[src/hw/rtl/ready_queue_with_id_removal_macros.svh]
// assertion macros for the ready queue block
// included by the modules that carry concurrent assertions
`ifndef READY_QUEUE_WITH_ID_REMOVAL_MACROS_SVH
`define READY_QUEUE_WITH_ID_REMOVAL_MACROS_SVH

// same-cycle implication
`define RQIR_ASSERT_NOW(name, clk, rstn, ante, cons, msg) \
    name: assert property (@(posedge clk) disable iff (!(rstn)) (ante) |-> (cons)) \
        else $error(msg);

// next-cycle implication
`define RQIR_ASSERT_NEXT(name, clk, rstn, ante, cons, msg) \
    name: assert property (@(posedge clk) disable iff (!(rstn)) (ante) |=> (cons)) \
        else $error(msg);

`endif

[src/hw/rtl/rqir_pkg.sv]
// shared types and constants for the ready queue block
// no dependencies
package rqir_pkg;

    localparam int QUEUE_DEPTH_DEF  = 16;
    localparam int HANDLE_WIDTH_DEF = 32;

    localparam int OP_W        = 2;
    localparam int KEY_W       = 16;
    localparam int HANDLE_BITS = 32;
    localparam int STATUS_W    = 2;
    localparam int FILL_W      = 5;

    typedef enum logic [OP_W-1:0] {
        OP_INSERT = 2'd0,
        OP_POP    = 2'd1,
        OP_LOOKUP = 2'd2,
        OP_REMOVE = 2'd3
    } op_t;

    localparam logic [STATUS_W-1:0] STAT_OK   = 2'd0;
    localparam logic [STATUS_W-1:0] STAT_MISS = 2'd1;
    localparam logic [STATUS_W-1:0] STAT_FULL = 2'd2;

    typedef enum logic [4:0] {
        ST_IDLE  = 5'b00001,
        ST_POP   = 5'b00010,
        ST_SCAN  = 5'b00100,
        ST_SHIFT = 5'b01000,
        ST_DONE  = 5'b10000
    } state_t;

endpackage

[src/hw/rtl/ready_queue_with_id_removal.sv]
// ready queue top level: control sequencer around one entry ram
// depends on rqir_pkg, rqir_ram and ready_queue_with_id_removal_macros.svh
//
// Usage: one transaction on the s_ channel carries an operation (insert, pop
// oldest, lookup by id, remove by id), a key id and a handle. Exactly one
// transaction comes back on the m_ channel with status, the found handle and
// id, and the fill level after the operation. Entries live in a single ram
// of QUEUE_DEPTH words (id and handle), kept as a circular buffer.
// From acceptance to m_valid: insert writes the ram and finishes, pop reads
// the oldest entry, lookup searches newest first, and remove searches, then
// closes the gap with one entry moved per cycle.
// The single read port of the ram sets the rate: the search reads one entry
// per cycle, newest first, and the gap close copies one entry per cycle.
// One operation is in flight at a time; s_ready is high while the sequencer
// is idle, also while an earlier result still waits in the output register.
// s_ready returns with m_valid, so no insert is taken while the last one is in flight.
// If the receiver stalls, the finished result waits until the output
// register frees, then the next transaction is taken.
// Synchronous reset empties the queue; ram contents are left as they are.
module ready_queue_with_id_removal #(
    parameter int QUEUE_DEPTH  = rqir_pkg::QUEUE_DEPTH_DEF,
    parameter int HANDLE_WIDTH = rqir_pkg::HANDLE_WIDTH_DEF
) (
    input  logic                             aclk,
    input  logic                             aresetn,
    input  logic                             s_valid,
    output logic                             s_ready,
    input  logic [rqir_pkg::OP_W-1:0]        s_operation,
    input  logic [rqir_pkg::KEY_W-1:0]       s_key_id,
    input  logic [rqir_pkg::HANDLE_BITS-1:0] s_handle,
    output logic                             m_valid,
    input  logic                             m_ready,
    output logic [rqir_pkg::STATUS_W-1:0]    m_status,
    output logic [rqir_pkg::HANDLE_BITS-1:0] m_out_handle,
    output logic [rqir_pkg::KEY_W-1:0]       m_out_id,
    output logic [rqir_pkg::FILL_W-1:0]      m_fill_level
);

    import rqir_pkg::*;

    `include "ready_queue_with_id_removal_macros.svh"

    localparam int AW      = $clog2(QUEUE_DEPTH);
    localparam int CNT_W   = $clog2(QUEUE_DEPTH + 1);
    localparam int STORE_W = (HANDLE_WIDTH < HANDLE_BITS) ? HANDLE_WIDTH : HANDLE_BITS;
    localparam int DW      = KEY_W + STORE_W;

    function automatic logic [AW-1:0] slot_of(input logic [AW-1:0] base,
                                              input logic [AW-1:0] pos);
        logic [AW:0] sum;
        sum = {1'b0, base} + {1'b0, pos};
        if (sum >= (AW+1)'(QUEUE_DEPTH)) begin
            sum = sum - (AW+1)'(QUEUE_DEPTH);
        end
        return sum[AW-1:0];
    endfunction

    state_t               state_reg, state_next;
    logic [CNT_W-1:0]     fill_count_reg, fill_count_next;
    logic [AW-1:0]        oldest_reg, oldest_next;
    logic                 remove_reg, remove_next;
    logic [KEY_W-1:0]     key_reg, key_next;
    logic [AW-1:0]        pos_reg, pos_next;
    logic                 issue_reg, issue_next;
    logic [AW-1:0]        dpos_reg, dpos_next;
    logic                 dvalid_reg, dvalid_next;
    logic [STATUS_W-1:0]  res_status_reg, res_status_next;
    logic [STORE_W-1:0]   res_handle_reg, res_handle_next;
    logic [KEY_W-1:0]     res_id_reg, res_id_next;
    logic                 m_valid_reg, m_valid_next;
    logic [STATUS_W-1:0]  m_status_reg, m_status_next;
    logic [STORE_W-1:0]   m_handle_reg, m_handle_next;
    logic [KEY_W-1:0]     m_id_reg, m_id_next;
    logic [FILL_W-1:0]    m_fill_reg, m_fill_next;

    logic                 ram_wr_en;
    logic [AW-1:0]        ram_wr_addr;
    logic [DW-1:0]        ram_wr_data;
    logic                 ram_rd_en;
    logic [AW-1:0]        ram_rd_addr;
    logic [DW-1:0]        ram_rd_data;

    logic                 accept;
    logic                 out_free;
    logic                 is_full;
    logic                 is_empty;
    logic [AW-1:0]        last_pos;
    logic [KEY_W-1:0]     rd_id;
    logic [STORE_W-1:0]   rd_handle;

    rqir_ram #(
        .WIDTH (DW),
        .DEPTH (QUEUE_DEPTH)
    ) u_entry_ram (
        .aclk    (aclk),
        .wr_en   (ram_wr_en),
        .wr_addr (ram_wr_addr),
        .wr_data (ram_wr_data),
        .rd_en   (ram_rd_en),
        .rd_addr (ram_rd_addr),
        .rd_data (ram_rd_data)
    );

    assign s_ready   = (state_reg == ST_IDLE);
    assign accept    = s_valid && s_ready;
    assign out_free  = !m_valid_reg || m_ready;
    assign is_full   = (fill_count_reg >= CNT_W'(QUEUE_DEPTH));
    assign is_empty  = (fill_count_reg == '0);
    assign last_pos  = AW'(fill_count_reg - 1'b1);
    assign rd_id     = ram_rd_data[DW-1 -: KEY_W];
    assign rd_handle = ram_rd_data[STORE_W-1:0];

    always_comb begin
        state_next      = state_reg;
        fill_count_next = fill_count_reg;
        oldest_next     = oldest_reg;
        remove_next     = remove_reg;
        key_next        = key_reg;
        pos_next        = pos_reg;
        issue_next      = issue_reg;
        dpos_next       = dpos_reg;
        dvalid_next     = dvalid_reg;
        res_status_next = res_status_reg;
        res_handle_next = res_handle_reg;
        res_id_next     = res_id_reg;
        m_valid_next    = m_valid_reg;
        m_status_next   = m_status_reg;
        m_handle_next   = m_handle_reg;
        m_id_next       = m_id_reg;
        m_fill_next     = m_fill_reg;
        ram_wr_en       = 1'b0;
        ram_wr_addr     = slot_of(oldest_reg, AW'(fill_count_reg));
        ram_wr_data     = {s_key_id, s_handle[STORE_W-1:0]};
        ram_rd_en       = 1'b0;
        ram_rd_addr     = slot_of(oldest_reg, pos_reg);

        if (m_valid_reg && m_ready) begin
            m_valid_next = 1'b0;
        end

        case (state_reg)
            ST_IDLE: begin
                if (accept) begin
                    key_next        = s_key_id;
                    remove_next     = (op_t'(s_operation) == OP_REMOVE);
                    res_status_next = STAT_OK;
                    res_handle_next = '0;
                    res_id_next     = '0;
                    case (op_t'(s_operation))
                        OP_INSERT: begin
                            if (is_full) begin
                                res_status_next = STAT_FULL;
                            end else begin
                                ram_wr_en       = 1'b1;
                                fill_count_next = fill_count_reg + 1'b1;
                            end
                            state_next = ST_DONE;
                        end
                        OP_POP: begin
                            if (is_empty) begin
                                res_status_next = STAT_MISS;
                                state_next      = ST_DONE;
                            end else begin
                                ram_rd_en   = 1'b1;
                                ram_rd_addr = oldest_reg;
                                state_next  = ST_POP;
                            end
                        end
                        default: begin
                            if (is_empty) begin
                                res_status_next = STAT_MISS;
                                state_next      = ST_DONE;
                            end else begin
                                pos_next    = last_pos;
                                issue_next  = 1'b1;
                                dvalid_next = 1'b0;
                                state_next  = ST_SCAN;
                            end
                        end
                    endcase
                end
            end

            ST_POP: begin
                res_handle_next = rd_handle;
                res_id_next     = rd_id;
                oldest_next     = (oldest_reg == AW'(QUEUE_DEPTH - 1)) ? '0
                                                                       : oldest_reg + 1'b1;
                fill_count_next = fill_count_reg - 1'b1;
                state_next      = ST_DONE;
            end

            ST_SCAN: begin
                // newest-first search, one read issued per cycle
                ram_rd_en   = issue_reg;
                dvalid_next = issue_reg;
                dpos_next   = pos_reg;
                if (issue_reg) begin
                    if (pos_reg == '0) begin
                        issue_next = 1'b0;
                    end else begin
                        pos_next = pos_reg - 1'b1;
                    end
                end
                if (dvalid_reg) begin
                    if (rd_id == key_reg) begin
                        res_handle_next = rd_handle;
                        res_id_next     = rd_id;
                        if (!remove_reg) begin
                            state_next = ST_DONE;
                        end else if (dpos_reg == last_pos) begin
                            fill_count_next = fill_count_reg - 1'b1;
                            state_next      = ST_DONE;
                        end else begin
                            pos_next    = dpos_reg + 1'b1;
                            issue_next  = 1'b1;
                            dvalid_next = 1'b0;
                            state_next  = ST_SHIFT;
                        end
                    end else if (dpos_reg == '0) begin
                        res_status_next = STAT_MISS;
                        state_next      = ST_DONE;
                    end
                end
            end

            ST_SHIFT: begin
                // read entry j+1 while writing entry j, read in the previous cycle, one slot down
                ram_rd_en   = issue_reg;
                dvalid_next = issue_reg;
                dpos_next   = pos_reg - 1'b1;
                if (issue_reg) begin
                    if (pos_reg == last_pos) begin
                        issue_next = 1'b0;
                    end else begin
                        pos_next = pos_reg + 1'b1;
                    end
                end
                if (dvalid_reg) begin
                    ram_wr_en   = 1'b1;
                    ram_wr_addr = slot_of(oldest_reg, dpos_reg);
                    ram_wr_data = ram_rd_data;
                end
                if (!issue_reg && !dvalid_reg) begin
                    fill_count_next = fill_count_reg - 1'b1;
                    state_next      = ST_DONE;
                end
            end

            ST_DONE: begin
                if (out_free) begin
                    m_valid_next  = 1'b1;
                    m_status_next = res_status_reg;
                    m_handle_next = res_handle_reg;
                    m_id_next     = res_id_reg;
                    m_fill_next   = FILL_W'(fill_count_reg);
                    state_next    = ST_IDLE;
                end
            end

            default: begin
                state_next = ST_IDLE;
            end
        endcase
    end

    always_ff @(posedge aclk) begin
        if (!aresetn) begin
            state_reg      <= ST_IDLE;
            fill_count_reg <= '0;
            oldest_reg     <= '0;
            issue_reg      <= 1'b0;
            dvalid_reg     <= 1'b0;
            m_valid_reg    <= 1'b0;
        end else begin
            state_reg      <= state_next;
            fill_count_reg <= fill_count_next;
            oldest_reg     <= oldest_next;
            issue_reg      <= issue_next;
            dvalid_reg     <= dvalid_next;
            m_valid_reg    <= m_valid_next;
        end
    end

    always_ff @(posedge aclk) begin
        remove_reg     <= remove_next;
        key_reg        <= key_next;
        pos_reg        <= pos_next;
        dpos_reg       <= dpos_next;
        res_status_reg <= res_status_next;
        res_handle_reg <= res_handle_next;
        res_id_reg     <= res_id_next;
        m_status_reg   <= m_status_next;
        m_handle_reg   <= m_handle_next;
        m_id_reg       <= m_id_next;
        m_fill_reg     <= m_fill_next;
    end

    assign m_valid      = m_valid_reg;
    assign m_status     = m_status_reg;
    assign m_out_handle = HANDLE_BITS'(m_handle_reg);
    assign m_out_id     = m_id_reg;
    assign m_fill_level = m_fill_reg;

    `RQIR_ASSERT_NOW(a_fill_bound, aclk, aresetn, 1'b1,
        fill_count_reg <= CNT_W'(QUEUE_DEPTH), "fill count beyond queue depth")
    `RQIR_ASSERT_NEXT(a_accept_busy, aclk, aresetn, accept,
        state_reg != ST_IDLE, "sequencer idle right after a transaction")
    `RQIR_ASSERT_NEXT(a_insert_grows, aclk, aresetn,
        accept && (op_t'(s_operation) == OP_INSERT) && !is_full,
        fill_count_reg == CNT_W'($past(fill_count_reg) + 1'b1), "insert did not add an entry")
    `RQIR_ASSERT_NEXT(a_done_emits, aclk, aresetn, (state_reg == ST_DONE) && out_free,
        m_valid_reg && (state_reg == ST_IDLE), "finished result not presented")

endmodule

[src/hw/rtl/rqir_ram.sv]
// generic simple dual-port ram, one write and one registered read port
// no dependencies
module rqir_ram #(
    parameter int WIDTH = 8,
    parameter int DEPTH = 16
) (
    input  logic                     aclk,
    input  logic                     wr_en,
    input  logic [$clog2(DEPTH)-1:0] wr_addr,
    input  logic [WIDTH-1:0]         wr_data,
    input  logic                     rd_en,
    input  logic [$clog2(DEPTH)-1:0] rd_addr,
    output logic [WIDTH-1:0]         rd_data
);

    logic [WIDTH-1:0] mem [DEPTH];

    always_ff @(posedge aclk) begin
        if (wr_en) begin
            mem[wr_addr] <= wr_data;
        end
        if (rd_en) begin
            rd_data <= mem[rd_addr];
        end
    end

endmodule
[config.mk]
export PLATFORM = sky130hd
export DESIGN_NAME = ready_queue_with_id_removal
export DESIGN_NICKNAME = d
export VERILOG_FILES = /design/src/hw/rtl/rqir_pkg.sv /design/src/hw/rtl/ready_queue_with_id_removal.sv /design/src/hw/rtl/rqir_ram.sv
export VERILOG_INCLUDE_DIRS = /design/src /design/src/hw/rtl
export SDC_FILE = /design/constraint.sdc
export NUM_CORES = 1
export LEC_CHECK = 0
export ABC_AREA = 1
export BUFFER_PORTS_ARGS = -buffer_cell sky130_fd_sc_hd__buf_4
export CORE_MARGIN = 2
export CORE_UTILIZATION = 30
export DETAILED_ROUTE_END_ITERATION = 6
export HOLD_SLACK_MARGIN = 0.08
export PLACE_DENSITY_LB_ADDON = 0.25
export SLEW_MARGIN = 5
export SYNTH_ARGS = -nofsm -noshare
export SYNTH_HDL_FRONTEND = slang
export SYNTH_SLANG_ARGS = --single-unit
[constraint.sdc]
create_clock -name aclk -period 7.35 [get_ports aclk]
set_input_delay 1.1025 -clock aclk [delete_from_list [all_inputs] [get_ports aclk]]
set_output_delay 1.1025 -clock aclk [all_outputs]
set_load 0.02 [all_outputs]
==> flow_metrics.env <==
export IMPL_cts_resized=0
export IMPL_fin_nets=4215
export IMPL_cts_setup_buffers=0
export IMPL_path_class="register to register"
export IMPL_synth_edf_count=946
export IMPL_regMostFlops="u_entry_ram.mem"
export IMPL_synthCells=4029
export IMPL_cts_max_level=3
export IMPL_dieArea_sq_um=144000
export IMPL_finClkSkew_ns=0.0220
export IMPL_yosysMostFrequentCell="edfxtp_1"
export IMPL_maxCapViolations=0
export IMPL_cp_end_kind="register"
export IMPL_synthArstFlopShare_pct=0
export IMPL_core_sq_um=140000
export IMPL_synth_area_leaders="edfxtp_1 (67%), nand3_1 (11%), inv_1 (7.6%), nand2_1 (6.9%), buf_2 (1.8%)"
export IMPL_io_buffer_count=110
export IMPL_final_setup_worst_slack_ns=2.84
export IMPL_die_y_microns=380
export IMPL_fin_crit_sh_pct=61.4
export IMPL_place_ws_ns=2.51
export IMPL_worstHoldPathType="register to register"
export IMPL_crit_chain="nor2_1, nand2_1, inv_1, nand3_1, nor2_1, inv_4, o31ai_1, nand3_1, nor2_4, buf_4"
export IMPL_initial_core_util_pct=30.3
export IMPL_hold_violations=0
export IMPL_drt_wl_total_microns=119000
export IMPL_drive_gt1_share_pct=9.16
export IMPL_rows=137
export IMPL_largest_reg_flops=768
export IMPL_cts_tree="done"
export IMPL_final_fill_count=14000
export IMPL_maxSlewHeadroom_pct=14.0
export IMPL_r2r_end="u_entry_ram.mem[10][3]"
export IMPL_synth_area_leader_cell="edfxtp_1"
export IMPL_setup_viol=0
export IMPL_r2r_cells=10
export IMPL_cp_top_family="simple AND/OR/NAND/NOR gates"
export IMPL_firstDrtPassIters=5
export IMPL_top_regs="u_entry_ram.mem: 768 flops, u_entry_ram.rd_data: 48 flops"
export IMPL_route_detailed_drc=0
export IMPL_grt_usage_pct=16.1
export IMPL_finalCriticalPeriod_ns=4.51
export IMPL_max_stage_delay_ns=1.10
export IMPL_worstHoldEndpoint="m_out_id[11]"
export IMPL_grt_max_degree=160
export IMPL_grt_ovfl_total=0
export IMPL_slew_viol_final=0
export IMPL_synth_common_cells="edfxtp_1 (946), nand3_1 (902), inv_1 (853)"
export IMPL_tns_ns=0
export IMPL_ios=111
export IMPL_yosys_register_bits=963
export IMPL_syn_area_per_cell_sq_um=10.5
export IMPL_critPathMaxFanout=32
export IMPL_clock_fmax_ghz=0.222
export IMPL_worstSkewPairLatency_ns=0.70
export IMPL_dieWidth_microns=380
export IMPL_cts_clk_slew_worst_paths_ns=0.06
export IMPL_worstMarginPinSlew_ns=1.29
export IMPL_first_iter_violations=2208
export IMPL_cts_sinks=963
export IMPL_finalPower_uw=14800
export IMPL_dp_hpwl_microns=60900
export IMPL_critPathLaunchType="register"
export IMPL_grt_first_pass_wirelength_microns=177000
export IMPL_first_global_vias=26800
export IMPL_cts_buffers=102
export IMPL_min_delay_start="res_id_reg[11]"
export IMPL_crit_required_ns=7.68
export IMPL_seq_area_frac_synth_pct=67.9
export IMPL_vias=28000
export IMPL_synth_cell_area_sq_um=42400
export IMPL_powerDensity_nw_per_um2=304
export IMPL_cp_arrival_ns=4.85
export IMPL_area_delta_synth_final_pct=15.1
export IMPL_crit_buf_inv=3
export IMPL_synth_nets=4104
export IMPL_viasPerCell=4.59
export IMPL_avgRoutedWirePerCell_microns=19.4
export IMPL_reg2reg_setup_slack_ns=2.84
export IMPL_grt_antenna_before_repair=1
export IMPL_rsz0062_at_grt="false"
export IMPL_cts_root_buffer="clkbuf_16"
export IMPL_ir_drop_mv=0.322
export IMPL_yosys_area_top_type_share_pct=67.0
export IMPL_clock_path_buffers=3
export IMPL_cts_hold_buffers=0
export IMPL_gp_congestion=0.788
export IMPL_leakage_uw=0.0203
export IMPL_synth_cell_types=40
export IMPL_synth_ff_type="edfxtp_1"
export IMPL_status="finished, final reports clean"
export IMPL_hold_depth=0
export IMPL_r2r_start="state_reg[1]"
export IMPL_critPathSlowestCell="nor2_4"
export IMPL_yosys_warnings=0
export IMPL_drtAntennaViolNets=0
how the worst max path moves through the flow:
| stage | start | endpoint | slack [ns] | cells after the start |
|---|---|---|---|---|
| floorplan | state_reg[0] | u_entry_ram.rd_data[0] | 2.22 | 8 |
| global placement | s_valid | u_entry_ram.mem[10][12] | 2.57 | 6 |
| detailed placement | s_valid | u_entry_ram.mem[10][3] | 2.51 | 6 |
| CTS | state_reg[1] | u_entry_ram.mem[10][46] | 2.68 | 10 |
| global route | state_reg[1] | u_entry_ram.mem[10][46] | 2.45 | 10 |
| finish | state_reg[1] | u_entry_ram.mem[10][3] | 2.84 | 10 |
area by class of cell:
| type | instances | area, sq um | share of cell area [%] |
|---|---|---|---|
| Sequential cell | 963 | 28700 | 58.9 |
| Antenna cell | 1 | 2.50 | 0.00513 |
| Inverter | 857 | 3220 | 6.60 |
| Clock inverter | 59 | 472 | 0.967 |
| Timing Repair Buffer | 210 | 1640 | 3.36 |
| Multi-Input combinational cell | 2006 | 9680 | 19.8 |
| Clock buffer | 130 | 2680 | 5.49 |
| Tap cell | 1876 | 2350 | 4.81 |
where the power goes:
group          internal, uW  switching [uW]  leakage (uW)  total (uW)
clock network          2760            2190       0.00153        4950
registers              6520             128       0.00871        6650
logic                   886            2340        0.0101        3220
stage by stage:
stage                     hold slack, ns  util [%]  instance area, sq um  std cells
after floorplan                    0.400         -                 42400       4029
after global placement             0.401      32.6                 45600       5912
after detailed placement           0.405      32.6                 45600       5912
after CTS                          0.406      34.9                 48800       6101
after global routing               0.400      34.9                 48800       6101
final                              0.405      34.9                 48800       6102
layer usage:
metal	share of wire [%]	GRT usage, %	vias up	wire (microns)
met4	2.0	4.56	0	2430
met2	47	26.6	799	55500
met3	6.2	2.78	143	7360
li1	-	-	13400	-
met1	45	21.8	13600	53300
met5	0	0	-	0
cell families (layout without fill, tap and decap cells):
logic type | after synthesis | in the layout | synth area share (%)
mux | 2 | 2 | 0.0473
compound gates | 112 | 112 | 1.43
simple gates | 1850 | 1850 | 19.6
fa+ha+maj | 21 | 21 | 0.673
other cells | 0 | 1 | 0
flops | 963 | 963 | 67.9
xor+xnor | 21 | 21 | 0.434
buf+inv | 1060 | 1256 | 9.96
layout by cell type (no fill, tap or decap), types with 27 or more instances in the layout:
cell type	count
edfxtp_1	946
nand3_1	900
inv_1	853
nand2_1	774
buf_4	205
clkbuf_16	103
nor2_1	91
o21ai_0	68
nand3b_1	48
clkinv_1	28
clkbuf_1	27
(Power assumes the default switching activity.)
